File: config.mk
export PLATFORM = sky130hd
export DESIGN_NAME = supercap_power_mode_controller_top
export DESIGN_NICKNAME = d
export VERILOG_FILES = /design/src/rtl/scpmc_pkg.sv /design/src/rtl/supercap_power_mode_controller_top.sv /design/src/rtl/scpmc_ctrl.sv /design/src/rtl/scpmc_dp.sv
export SDC_FILE = /design/constraint.sdc
export NUM_CORES = 2
export LEC_CHECK = 0
export BUFFER_PORTS_ARGS = -buffer_cell sky130_fd_sc_hd__buf_2
export CORE_MARGIN = 5
export CORE_UTILIZATION = 69
export DETAILED_ROUTE_END_ITERATION = 10
export PLACE_DENSITY = 0.89
export SETUP_SLACK_MARGIN = 0.4
export SLEW_MARGIN = 20
export SYNTH_ARGS = -nofsm -noshare
export SYNTH_HDL_FRONTEND = slang
export SYNTH_SLANG_ARGS = --single-unit
File: constraint.sdc
create_clock -name clk -period 13.85 [get_ports clk]
set_clock_uncertainty 0.1 [all_clocks]
set_input_delay 0.6925 -clock clk [delete_from_list [all_inputs] [get_ports clk]]
set_output_delay 0.6925 -clock clk [all_outputs]
set_load 0.01 [all_outputs]
File: src/rtl/scpmc_pkg.sv
`default_nettype none
package scpmc_pkg;

  localparam logic [2:0] CM_ZERO   = 3'd0;
  localparam logic [2:0] CM_CONST  = 3'd1;
  localparam logic [2:0] CM_PROP   = 3'd2;
  localparam logic [2:0] CM_FULL   = 3'd3;
  localparam logic [2:0] CM_REMAIN = 3'd4;

  localparam logic [2:0] EM_CONST  = 3'd0;
  localparam logic [2:0] EM_PROP   = 3'd1;
  localparam logic [2:0] EM_FULL   = 3'd2;
  localparam logic [2:0] EM_REMAIN = 3'd3;
  localparam logic [2:0] EM_OVER   = 3'd4;
  localparam logic [2:0] EM_ZERO   = 3'd5;

  localparam logic [2:0] OP_NORMAL    = 3'd0;
  localparam logic [2:0] OP_OVERPOWER = 3'd1;
  localparam logic [2:0] OP_HALT      = 3'd2;
  localparam logic [2:0] OP_NO_CHARGE = 3'd3;
  localparam logic [2:0] OP_CAP_TEST  = 3'd4;

  localparam logic [2:0] TP_CHASSIS_CHARGE = 3'd0;
  localparam logic [2:0] TP_BOOST_CHARGE   = 3'd1;
  localparam logic [2:0] TP_ALL_OFF        = 3'd2;
  localparam logic [2:0] TP_CHASSIS_ONLY   = 3'd3;
  localparam logic [2:0] TP_CHARGE_ONLY    = 3'd4;

  localparam logic [1:0] SEQ_NONE          = 2'd0;
  localparam logic [1:0] SEQ_BOOST_FIRST   = 2'd1;
  localparam logic [1:0] SEQ_NMOS_FIRST    = 2'd2;
  localparam logic [1:0] SEQ_BOTH_OFF      = 2'd3;

  localparam logic [2:0] REG_USER_CHARGE_MODE = 3'd0;
  localparam logic [2:0] REG_USER_EXPECT_MODE = 3'd1;
  localparam logic [2:0] REG_CHARGE_POWER     = 3'd2;
  localparam logic [2:0] REG_EXPECT_POWER     = 3'd3;
  localparam logic [2:0] REG_CHARGE_RATIO     = 3'd4;
  localparam logic [2:0] REG_EXPECT_RATIO     = 3'd5;
  localparam logic [2:0] REG_MAX_POWER        = 3'd6;

  localparam logic [11:0] V_RELEASE_CV = 12'd1520;
  localparam logic [11:0] V_CUTOFF_CV  = 12'd1550;

  localparam logic [9:0] BUF_EMPTY = 10'd5;
  localparam logic [9:0] BUF_LOW   = 10'd10;
  localparam logic [9:0] BUF_MID   = 10'd20;
  localparam logic [9:0] BUF_HIGH  = 10'd30;
  localparam logic [9:0] BUF_FULL  = 10'd50;

  // Division by ten as a multiply by ceil(2^26 / 10); exact for inputs below 2^23.
  localparam logic [22:0] DIV10_RECIP = 23'd6710887;
  localparam int          DIV10_SHIFT = 26;

  typedef enum logic [2:0] {
    ST_IDLE,
    ST_MUL,
    ST_SCALE,
    ST_DIV,
    ST_LOAD
  } state_t;

  typedef struct packed {
    logic capture;
    logic mul;
    logic scale;
    logic div;
    logic load;
  } cmd_t;

  typedef struct packed {
    logic out_free;
  } status_t;

  typedef struct packed {
    logic [2:0] user_charge_mode;
    logic [2:0] user_expect_mode;
    logic [9:0] charge_power_watts;
    logic [9:0] expect_power_watts;
    logic [8:0] charge_ratio_q8;
    logic [8:0] expect_ratio_q8;
    logic [9:0] max_power_watts;
  } cfg_t;

  function automatic logic signed [19:0] watts_sp(input logic signed [11:0] w);
    return $signed({w, 8'h00});
  endfunction

endpackage
`default_nettype wire

File: src/rtl/supercap_power_mode_controller_top.sv
// Supercapacitor power-mode controller. Each input transfer is one control tick; it yields
// exactly one output transfer with the charge mode, charge and chassis power setpoints in
// signed 1/256 W, the topology and the switch sequence. An item passes through five steps:
// capture at its input transfer, the ratio multiply, the scale by tenths, the reciprocal
// divide by ten and the final load into the output register. The load waits while the
// output register still holds an untaken result. A new input transfer is taken in the cycle
// after the load, so the block takes no new item before the last one is loaded; the result
// register holds one finished item while the next one is worked on. Registers are written
// over the APB port only while the block is idle: this binds the user, and the block itself
// does not enforce it.
`default_nettype none
module supercap_power_mode_controller_top (
  input  wire         clk,
  input  wire         rst,
  input  wire         s_tvalid,
  output logic        s_tready,
  // operating_mode, cap_voltage_cv, power_buffer, power_limit_watts, zero fill
  input  wire  [39:0] s_tdata,
  // referee_valid
  input  wire  [0:0]  s_tuser,
  output logic        m_tvalid,
  input  wire         m_tready,
  // charge_mode_now, charger_loop_on, charger_disable_pin, charge_setpoint,
  // chassis_setpoint, topology_now, switch_sequence, zero fill
  output logic [55:0] m_tdata,
  input  wire         psel,
  input  wire         penable,
  input  wire         pwrite,
  input  wire  [4:0]  paddr,
  input  wire  [31:0] pwdata,
  output logic [31:0] prdata,
  output logic        pready
);

  scpmc_pkg::cfg_t    cfg;
  scpmc_pkg::cmd_t    cmd;
  scpmc_pkg::status_t status;
  logic               cfg_write;

  assign pready = 1'b1;
  assign cfg_write = psel && penable && pwrite && pready;

  always_ff @(posedge clk) begin
    if (rst) begin
      cfg.user_charge_mode   <= scpmc_pkg::CM_ZERO;
      cfg.user_expect_mode   <= scpmc_pkg::EM_ZERO;
      cfg.charge_power_watts <= 10'd0;
      cfg.expect_power_watts <= 10'd0;
      cfg.charge_ratio_q8    <= 9'd0;
      cfg.expect_ratio_q8    <= 9'd0;
      cfg.max_power_watts    <= 10'd0;
    end else if (cfg_write) begin
      unique case (paddr[4:2])
        scpmc_pkg::REG_USER_CHARGE_MODE: cfg.user_charge_mode   <= pwdata[2:0];
        scpmc_pkg::REG_USER_EXPECT_MODE: cfg.user_expect_mode   <= pwdata[2:0];
        scpmc_pkg::REG_CHARGE_POWER:     cfg.charge_power_watts <= pwdata[9:0];
        scpmc_pkg::REG_EXPECT_POWER:     cfg.expect_power_watts <= pwdata[9:0];
        scpmc_pkg::REG_CHARGE_RATIO:     cfg.charge_ratio_q8    <= pwdata[8:0];
        scpmc_pkg::REG_EXPECT_RATIO:     cfg.expect_ratio_q8    <= pwdata[8:0];
        scpmc_pkg::REG_MAX_POWER:        cfg.max_power_watts    <= pwdata[9:0];
        default: begin
        end
      endcase
    end
  end

  always_comb begin
    unique case (paddr[4:2])
      scpmc_pkg::REG_USER_CHARGE_MODE: prdata = {29'd0, cfg.user_charge_mode};
      scpmc_pkg::REG_USER_EXPECT_MODE: prdata = {29'd0, cfg.user_expect_mode};
      scpmc_pkg::REG_CHARGE_POWER:     prdata = {22'd0, cfg.charge_power_watts};
      scpmc_pkg::REG_EXPECT_POWER:     prdata = {22'd0, cfg.expect_power_watts};
      scpmc_pkg::REG_CHARGE_RATIO:     prdata = {23'd0, cfg.charge_ratio_q8};
      scpmc_pkg::REG_EXPECT_RATIO:     prdata = {23'd0, cfg.expect_ratio_q8};
      scpmc_pkg::REG_MAX_POWER:        prdata = {22'd0, cfg.max_power_watts};
      default:                         prdata = 32'd0;
    endcase
  end

  scpmc_ctrl u_ctrl (
    .clk      (clk),
    .rst      (rst),
    .s_tvalid (s_tvalid),
    .s_tready (s_tready),
    .status   (status),
    .cmd      (cmd)
  );

  scpmc_dp u_dp (
    .clk      (clk),
    .rst      (rst),
    .cmd      (cmd),
    .status   (status),
    .cfg      (cfg),
    .s_tdata  (s_tdata),
    .s_tuser  (s_tuser),
    .m_tvalid (m_tvalid),
    .m_tready (m_tready),
    .m_tdata  (m_tdata)
  );

`ifndef SYNTHESIS
  a_one_item_at_a_time: assert property (@(posedge clk) disable iff (rst)
    s_tvalid && s_tready |=> !s_tready)
    else $error("input accepted while an item is still in work");

  a_loop_flags_agree: assert property (@(posedge clk) disable iff (rst)
    m_tvalid |-> (m_tdata[3] != m_tdata[4]) &&
                 (m_tdata[3] == (m_tdata[2:0] != scpmc_pkg::CM_ZERO)))
    else $error("charge loop flags disagree with charge mode");

  a_codes_in_range: assert property (@(posedge clk) disable iff (rst)
    m_tvalid |-> (m_tdata[2:0] <= scpmc_pkg::CM_REMAIN) &&
                 (m_tdata[47:45] <= scpmc_pkg::TP_CHARGE_ONLY))
    else $error("charge mode or topology code out of range");

  a_load_needs_room: assert property (@(posedge clk) disable iff (rst)
    cmd.load |-> !m_tvalid || m_tready)
    else $error("result loaded over an untaken result");
`endif

endmodule
`default_nettype wire

File: src/rtl/scpmc_ctrl.sv
`default_nettype none
module scpmc_ctrl (
  input  wire                     clk,
  input  wire                     rst,
  input  wire                     s_tvalid,
  output logic                    s_tready,
  input  scpmc_pkg::status_t      status,
  output scpmc_pkg::cmd_t         cmd
);

  scpmc_pkg::state_t state;
  scpmc_pkg::state_t state_next;

  always_ff @(posedge clk) begin
    if (rst) begin
      state <= scpmc_pkg::ST_IDLE;
    end else begin
      state <= state_next;
    end
  end

  always_comb begin
    state_next = state;
    cmd = '0;
    s_tready = 1'b0;
    unique case (state)
      scpmc_pkg::ST_IDLE: begin
        s_tready = 1'b1;
        if (s_tvalid) begin
          cmd.capture = 1'b1;
          state_next = scpmc_pkg::ST_MUL;
        end
      end
      scpmc_pkg::ST_MUL: begin
        cmd.mul = 1'b1;
        state_next = scpmc_pkg::ST_SCALE;
      end
      scpmc_pkg::ST_SCALE: begin
        cmd.scale = 1'b1;
        state_next = scpmc_pkg::ST_DIV;
      end
      scpmc_pkg::ST_DIV: begin
        cmd.div = 1'b1;
        state_next = scpmc_pkg::ST_LOAD;
      end
      scpmc_pkg::ST_LOAD: begin
        if (status.out_free) begin
          cmd.load = 1'b1;
          state_next = scpmc_pkg::ST_IDLE;
        end
      end
      default: begin
        state_next = scpmc_pkg::ST_IDLE;
      end
    endcase
  end

endmodule
`default_nettype wire

File: src/rtl/scpmc_dp.sv
`default_nettype none
module scpmc_dp (
  input  wire                     clk,
  input  wire                     rst,
  input  scpmc_pkg::cmd_t         cmd,
  output scpmc_pkg::status_t      status,
  input  scpmc_pkg::cfg_t         cfg,
  input  wire  [39:0]             s_tdata,
  input  wire  [0:0]              s_tuser,
  output logic                    m_tvalid,
  input  wire                     m_tready,
  output logic [55:0]             m_tdata
);

  logic [2:0]  operating_mode;
  logic [11:0] cap_voltage_cv;
  logic [9:0]  power_buffer;
  logic        referee_valid;
  logic [9:0]  power_limit_watts;

  logic [18:0] charge_prod;
  logic [18:0] expect_prod;
  logic [22:0] scaled;
  logic [18:0] quot;

  logic [2:0]         held_charge_mode;
  logic signed [19:0] held_charge_setpoint;
  logic [2:0]         last_topology;

  logic [3:0]         ratio_tenths;
  logic [22:0]        scaled_next;
  logic [45:0]        recip_prod;

  logic               may_change;
  logic [2:0]         user_cm;
  logic [2:0]         user_em;
  logic [2:0]         mode_next;
  logic [2:0]         expect_sel;
  logic [2:0]         topo_next;
  logic [1:0]         seq;
  logic signed [19:0] setpoint_next;
  logic signed [19:0] chassis;
  logic signed [11:0] limit_s;
  logic signed [11:0] cp_s;
  logic signed [11:0] ep_s;
  logic signed [11:0] mp_s;

  assign status.out_free = !m_tvalid || m_tready;

  always_comb begin
    if (power_buffer <= scpmc_pkg::BUF_LOW) begin
      ratio_tenths = 4'd7;
    end else if (power_buffer <= scpmc_pkg::BUF_MID) begin
      ratio_tenths = 4'd8;
    end else begin
      ratio_tenths = 4'd9;
    end
    scaled_next = ({4'b0000, charge_prod} * {19'd0, ratio_tenths}) + 23'd5;
    recip_prod = {23'd0, scaled} * {23'd0, scpmc_pkg::DIV10_RECIP};
  end

  always_comb begin
    limit_s = $signed({2'b00, power_limit_watts});
    cp_s = $signed({2'b00, cfg.charge_power_watts});
    ep_s = $signed({2'b00, cfg.expect_power_watts});
    mp_s = $signed({2'b00, cfg.max_power_watts});
    may_change = (held_charge_mode != scpmc_pkg::CM_ZERO) ||
                 (cap_voltage_cv <= scpmc_pkg::V_RELEASE_CV);
    user_cm = (cfg.user_charge_mode <= scpmc_pkg::CM_REMAIN) ?
              cfg.user_charge_mode : scpmc_pkg::CM_ZERO;
    user_em = (cfg.user_expect_mode <= scpmc_pkg::EM_ZERO) ?
              cfg.user_expect_mode : scpmc_pkg::EM_ZERO;
    mode_next = held_charge_mode;
    expect_sel = scpmc_pkg::EM_ZERO;
    topo_next = last_topology;
    unique case (operating_mode)
      scpmc_pkg::OP_NORMAL: begin
        if (may_change) mode_next = user_cm;
        expect_sel = user_em;
        topo_next = scpmc_pkg::TP_CHASSIS_CHARGE;
      end
      scpmc_pkg::OP_OVERPOWER: begin
        if (may_change) mode_next = scpmc_pkg::CM_FULL;
        expect_sel = scpmc_pkg::EM_OVER;
        topo_next = scpmc_pkg::TP_BOOST_CHARGE;
      end
      scpmc_pkg::OP_HALT: begin
        mode_next = scpmc_pkg::CM_ZERO;
        topo_next = scpmc_pkg::TP_ALL_OFF;
      end
      scpmc_pkg::OP_NO_CHARGE: begin
        mode_next = scpmc_pkg::CM_ZERO;
        expect_sel = scpmc_pkg::EM_FULL;
        topo_next = scpmc_pkg::TP_CHASSIS_ONLY;
      end
      scpmc_pkg::OP_CAP_TEST: begin
        if (may_change) mode_next = scpmc_pkg::CM_FULL;
        topo_next = scpmc_pkg::TP_CHARGE_ONLY;
      end
      default: begin
      end
    endcase
    if (cap_voltage_cv > scpmc_pkg::V_CUTOFF_CV ||
        (power_buffer <= scpmc_pkg::BUF_EMPTY && referee_valid)) begin
      mode_next = scpmc_pkg::CM_ZERO;
    end

    setpoint_next = held_charge_setpoint;
    case (mode_next)
      scpmc_pkg::CM_CONST: begin
        if (power_buffer <= scpmc_pkg::BUF_MID) begin
          setpoint_next = scpmc_pkg::watts_sp(cp_s - 12'sd10);
        end else if (power_buffer <= scpmc_pkg::BUF_HIGH) begin
          setpoint_next = scpmc_pkg::watts_sp(cp_s - 12'sd5);
        end else if (power_buffer >= scpmc_pkg::BUF_FULL) begin
          setpoint_next = scpmc_pkg::watts_sp(cp_s);
        end
      end
      scpmc_pkg::CM_PROP: begin
        if (power_buffer <= scpmc_pkg::BUF_HIGH) begin
          setpoint_next = $signed({1'b0, quot});
        end else if (power_buffer >= scpmc_pkg::BUF_FULL) begin
          setpoint_next = $signed({1'b0, charge_prod});
        end
      end
      scpmc_pkg::CM_FULL: begin
        if (power_buffer <= scpmc_pkg::BUF_LOW) begin
          setpoint_next = scpmc_pkg::watts_sp(limit_s - 12'sd15);
        end else if (power_buffer <= scpmc_pkg::BUF_MID) begin
          setpoint_next = scpmc_pkg::watts_sp(limit_s - 12'sd10);
        end else if (power_buffer <= scpmc_pkg::BUF_HIGH) begin
          setpoint_next = scpmc_pkg::watts_sp(limit_s - 12'sd5);
        end else if (power_buffer >= scpmc_pkg::BUF_FULL) begin
          setpoint_next = scpmc_pkg::watts_sp(limit_s + 12'sd5);
        end
      end
      scpmc_pkg::CM_REMAIN: begin
        setpoint_next = scpmc_pkg::watts_sp(limit_s - ep_s);
      end
      default: begin
      end
    endcase

    case (expect_sel)
      scpmc_pkg::EM_CONST:  chassis = scpmc_pkg::watts_sp(ep_s);
      scpmc_pkg::EM_PROP:   chassis = $signed({1'b0, expect_prod});
      scpmc_pkg::EM_FULL:   chassis = scpmc_pkg::watts_sp(limit_s);
      scpmc_pkg::EM_REMAIN: chassis = scpmc_pkg::watts_sp(limit_s - cp_s);
      scpmc_pkg::EM_OVER:   chassis = scpmc_pkg::watts_sp(mp_s);
      default:              chassis = 20'sd0;
    endcase

    seq = scpmc_pkg::SEQ_NONE;
    if (topo_next != last_topology) begin
      if (topo_next == scpmc_pkg::TP_BOOST_CHARGE) begin
        seq = scpmc_pkg::SEQ_BOOST_FIRST;
      end else if (topo_next == scpmc_pkg::TP_CHASSIS_CHARGE ||
                   topo_next == scpmc_pkg::TP_CHASSIS_ONLY) begin
        seq = scpmc_pkg::SEQ_NMOS_FIRST;
      end else begin
        seq = scpmc_pkg::SEQ_BOTH_OFF;
      end
    end
  end

  always_ff @(posedge clk) begin
    if (cmd.capture) begin
      operating_mode    <= s_tdata[2:0];
      cap_voltage_cv    <= s_tdata[14:3];
      power_buffer      <= s_tdata[24:15];
      power_limit_watts <= s_tdata[34:25];
      referee_valid     <= s_tuser[0];
    end
    if (cmd.mul) begin
      charge_prod <= {9'd0, power_limit_watts} * {10'd0, cfg.charge_ratio_q8};
      expect_prod <= {9'd0, power_limit_watts} * {10'd0, cfg.expect_ratio_q8};
    end
    if (cmd.scale) begin
      scaled <= scaled_next;
    end
    if (cmd.div) begin
      quot <= recip_prod[scpmc_pkg::DIV10_SHIFT +: 19];
    end
    if (cmd.load) begin
      m_tdata <= {6'd0, seq, topo_next, chassis, setpoint_next,
                  (mode_next == scpmc_pkg::CM_ZERO),
                  (mode_next != scpmc_pkg::CM_ZERO), mode_next};
    end
  end

  always_ff @(posedge clk) begin
    if (rst) begin
      m_tvalid <= 1'b0;
      held_charge_mode <= scpmc_pkg::CM_ZERO;
      held_charge_setpoint <= 20'sd0;
      last_topology <= scpmc_pkg::TP_ALL_OFF;
    end else begin
      if (cmd.load) begin
        m_tvalid <= 1'b1;
        held_charge_mode <= mode_next;
        held_charge_setpoint <= setpoint_next;
        last_topology <= topo_next;
      end else if (m_tready) begin
        m_tvalid <= 1'b0;
      end
    end
  end

endmodule
`default_nettype wire

==> results by group <==
Floorplanning
  – Core Area: 41900 um^2
  – Count of pins on the block boundary: 176
  – Die Height: 216 um
  – Area of the die: 46600 um^2
  – Site row count: 75
  – Die extent in x: approximately 220 um
  – Initial core utilization: 69.7%

Final layout
  – Post-synthesis to final-layout area growth: 5.84%
  – Antenna diodes: 0
  – Core Util, Final: 73.8%
  – Number of nets in the layout: between 3000 and 4000
  – Fill cell count: 2959
  – Combined area of the multi-input logic cells: 20100 um^2
  – Final cell count without fillers: 3639
  – Share of cells above drive strength 1: approximately 7.7%
  – Area taken by flip-flops and latches: approximately 6700 um^2
  – Final design area excluding fillers: 30900 um^2

Pwr
  – Peak VDD IR: 0.000722 V
  – Clk pwr share: 8.5%
  – Power Density: 269 nW/um^2
  – Overall power after layout: approximately 8.3 mW
  – Switching portion of total power: 50.1%
  – Leak: 14.8 nW
  – Proportion of power drawn by combinational gates: approximately 78%
  – Pint: 4.15 mW
  – Proportion of power drawn by flip-flops and latches: roughly 14%
  – Net load switching power: 4.17 mW

Global route
  – Global Route Usage Sum: a little over a third
  – Global-route wire length before repair: 131000 um
  – Maximum number of pins on one net before global-route repair: between 80 and 90
  – Vias in the first global route: 24313
  – Total congestion overflow: 0
  – Initial antenna violation count: 2

Synthesis
  – Yosys synthesis warning count: 0
  – Number of enable-type register cells in the synthesized netlist: about 170
  – Synthesized netlist cell count: between 3000 and 4000
  – Register bit total from synthesis: 250
  – Combined area of all synthesized cells: 29200 um^2
  – Main synth FF type: edfxtp_1
  – Asr flop ratio synth: 0%
  – Mean cell area of the mapped netlist: 9.61 um^2
  – Part of the Yosys area used for sequential elements: 22.8%
  – Distinct cell type count after synthesis: 89

Clock network
  – Clock net sink count: 250
  – Clock tree from TritonCTS: built
  – H-Tree Level Count: 1
  – Skew-Pair Late Insertion Delay: 0.57 ns
  – Post-CTS setup buffer count: 0
  – Number of CTS-inserted buffers: 26
  – Post-CTS Resized: 0
  – Max clock buf depth: 3
  – Worst-path clk slew: 0.07 ns
  – Hold Buf Count CTS: 0
  – Clk Tree Root Cell: clkbuf_16

Critical path
  – Critical path arrival: 7.35 ns
  – Setup slack of the most critical reg-to-reg path: 6.71 ns
  – Crit start category: flop
  – Crit path capture type: flop
  – Worst setup path category: flop to flop
  – Reg2Reg Depth: 21
  – Worst path required time: 14.06 ns
  – Worst r2r src: u_dp.scaled[2]
  – Crit Reg-Reg Endpoint: u_dp.quot[17]
  – Highest fanout seen on the critical path: 7

Placed design
  – DP Wirelength: 65400 um
  – Placed cell area: 30100 um^2
  – Number of placed cells counting well taps: 3591
  – IO Port Bufs: 117
  – Final Wtd Congestion: 1.05

Drt
  – Count of antenna-violating nets left after detailed routing: 0
  – DRT iter0 DRCs: 2363
  – Via count of the routed design: 22947
  – Number of remaining DRC errors: 0
  – Wire length after detailed routing: roughly 83000 um
  – Router iterations before antenna repair: 8
  – Routed wire length per instance: around 23 um
  – Post-DR vias/cell: approximately 6.3

STA
  – Max-slew violation count: 0
  – Total setup violations reported at the end of the flow: 0
  – Tcrit/Tclk final: a little over 50%
  – Max transition margin: a little over a quarter
  – Setup Total Neg Slack: 0 ns
  – Unrepaired setup endpoints after global routing: no
  – Number of hold violations in the final report: 0
  – Achievable clock frequency: 140 MHz
  – Tmin final: a little over 7 ns
  – Worst slew pin tran: 1.09 ns

Min path
  – Hold EP: u_dp.operating_mode[0]
  – Worst hold path cell count: 1
  – Class of the tightest hold or removal check: primary input to flop
  – Launch instance of the worst min-delay path: s_tdata[0]

Flow run
  – Total of max-cap violations: 0

Outcome
  – Status: finished clean
cell families (layout without fill, tap and decap cells):
family                     after synthesis  count (layout)  synth area share (%)
AOI/OAI and AO/OA                      526             526                  12.4
xor gates and xnor gates               102             102                  3.08
adders and majority gates              710             710                  39.0
buffers and inverters                  659             690                  8.93
DFF                                    250             250                  22.8
muxes                                   49              49                  1.73
other                                    2              30                0.0257
and+or+nand+nor                        743             743                  12.1
power by group through the flow:
| stage | clock network, mW | logic [mW] | registers (mW) |
|---|---|---|---|
| floorplan | 0 | 4.54 | 1.11 |
| global placement | 0 | 6.06 | 1.13 |
| detailed placement | 0 | 6.36 | 1.13 |
| CTS | 0.710 | 6.45 | 1.12 |
| global route | 0.743 | 7.25 | 1.12 |
| finish | 0.708 | 6.49 | 1.12 |
how the worst max path moves through the flow:
stage                               start            end  slack [ns]  depth (start not counted)
after global routing       u_dp.scaled[2]  u_dp.quot[17]        6.44                         20
after detailed placement   u_dp.scaled[2]  u_dp.quot[17]        6.81                         21
after floorplan           u_dp.scaled[18]   u_dp.quot[8]        7.61                         22
after global placement     u_dp.scaled[1]  u_dp.quot[17]        6.84                         21
after CTS                  u_dp.scaled[2]  u_dp.quot[17]        6.75                         21
final                      u_dp.scaled[2]  u_dp.quot[17]        6.71                         21
layout make-up:
cell class / instances / share of cell area (%)
Multi-Input combinational cell: 2160 / 64.9
Sequential cell: 250 / 21.5
Inverter: 498 / 6.04
Timing Repair Buffer: 144 / 2.55
Clock buffer: 30 / 2.22
Tap cell: 539 / 2.18
Clock inverter: 18 / 0.558
Yosys cell counts (all sizes together) (19+ instances only):
library cell	count	area share [%]
a31oi	19	0.41
o21a	21	0.54
clkbuf	114	1.5
a22o	20	0.60
xnor2	69	2.1
xor2	33	1.0
a21oi	137	2.4
and3	22	0.47
o21ai	89	1.5
fa	334	23
nor3	40	0.70
ha	376	16
inv	496	6.4
nor2b	36	0.77
nand2	266	3.4
nand3	27	0.46
buf	47	1.1
a211oi	24	0.65
edfxtp	166	17
a21o	51	1.3
and2	109	2.3
mux2i	45	1.5
dfxtp	84	5.8
nor2	168	2.2
sequential cells by signal, indices dropped and copies added, names as in the netlist, 10 cells and up:
signal and cells:
cfg 54, u_dp.cap_voltage_cv 12, u_dp.charge_prod 19, u_dp.expect_prod 19
u_dp.held_charge_setpoint 20, u_dp.m_tdata 50, u_dp.power_buffer 10, u_dp.power_limit_watts 10
u_dp.quot 19, u_dp.scaled 23
per-layer routing:
metal | vias up | track usage [%] | routed length (um)
li1 | 10196 | - | -
met1 | 11290 | 43.9 | 31200
met2 | 1165 | 60.0 | 39800
met3 | 292 | 6.91 | 7310
met4 | 4 | 15.9 | 4380
met5 | - | 0 | 25
stage by stage:
stage	hold WS (ns)	setup slack (ns)
global placement	0.362	6.84
floorplan	0.349	7.61
detailed placement	0.370	6.81
finish	0.188	6.71
CTS	0.178	6.75
global route	0.192	6.44
worst max-delay path, cell delays in order, from the launching register on:
cell,delay (ns)
edfxtp_1,0.54
ha_1,0.46
xor2_1,0.18
ha_1,0.22
or2_2,0.34
fa_1,0.49
fa_1,0.56
fa_1,0.50
fa_1,0.52
inv_1,0.05
fa_1,0.47
inv_1,0.04
ha_1,0.31
and3_1,0.18
a31oi_1,0.22
nor3b_1,0.08
o21a_1,0.11
or3_1,0.55
o211ai_1,0.48
o21ai_1,0.19
a21oi_1,0.20
xnor2_1,0.08
layout by cell type, fill, tap and decap left out, types with 30 or more instances in the layout:
cell type	netlist	layout
a21o_1	51	51
buf_2	11	117
a21oi_1	136	136
o21ai_0	87	87
fa_1	334	334
nor2b_1	36	36
nor3_1	39	38
mux2i_1	45	45
nor2_1	166	166
conb_1	2	30
xnor2_1	69	69
nand2_1	265	265
and2_1	109	108
inv_1	495	495
ha_1	376	376
edfxtp_1	166	166
xor2_1	32	32
dfxtp_1	84	84
(Power assumes the default switching activity.)
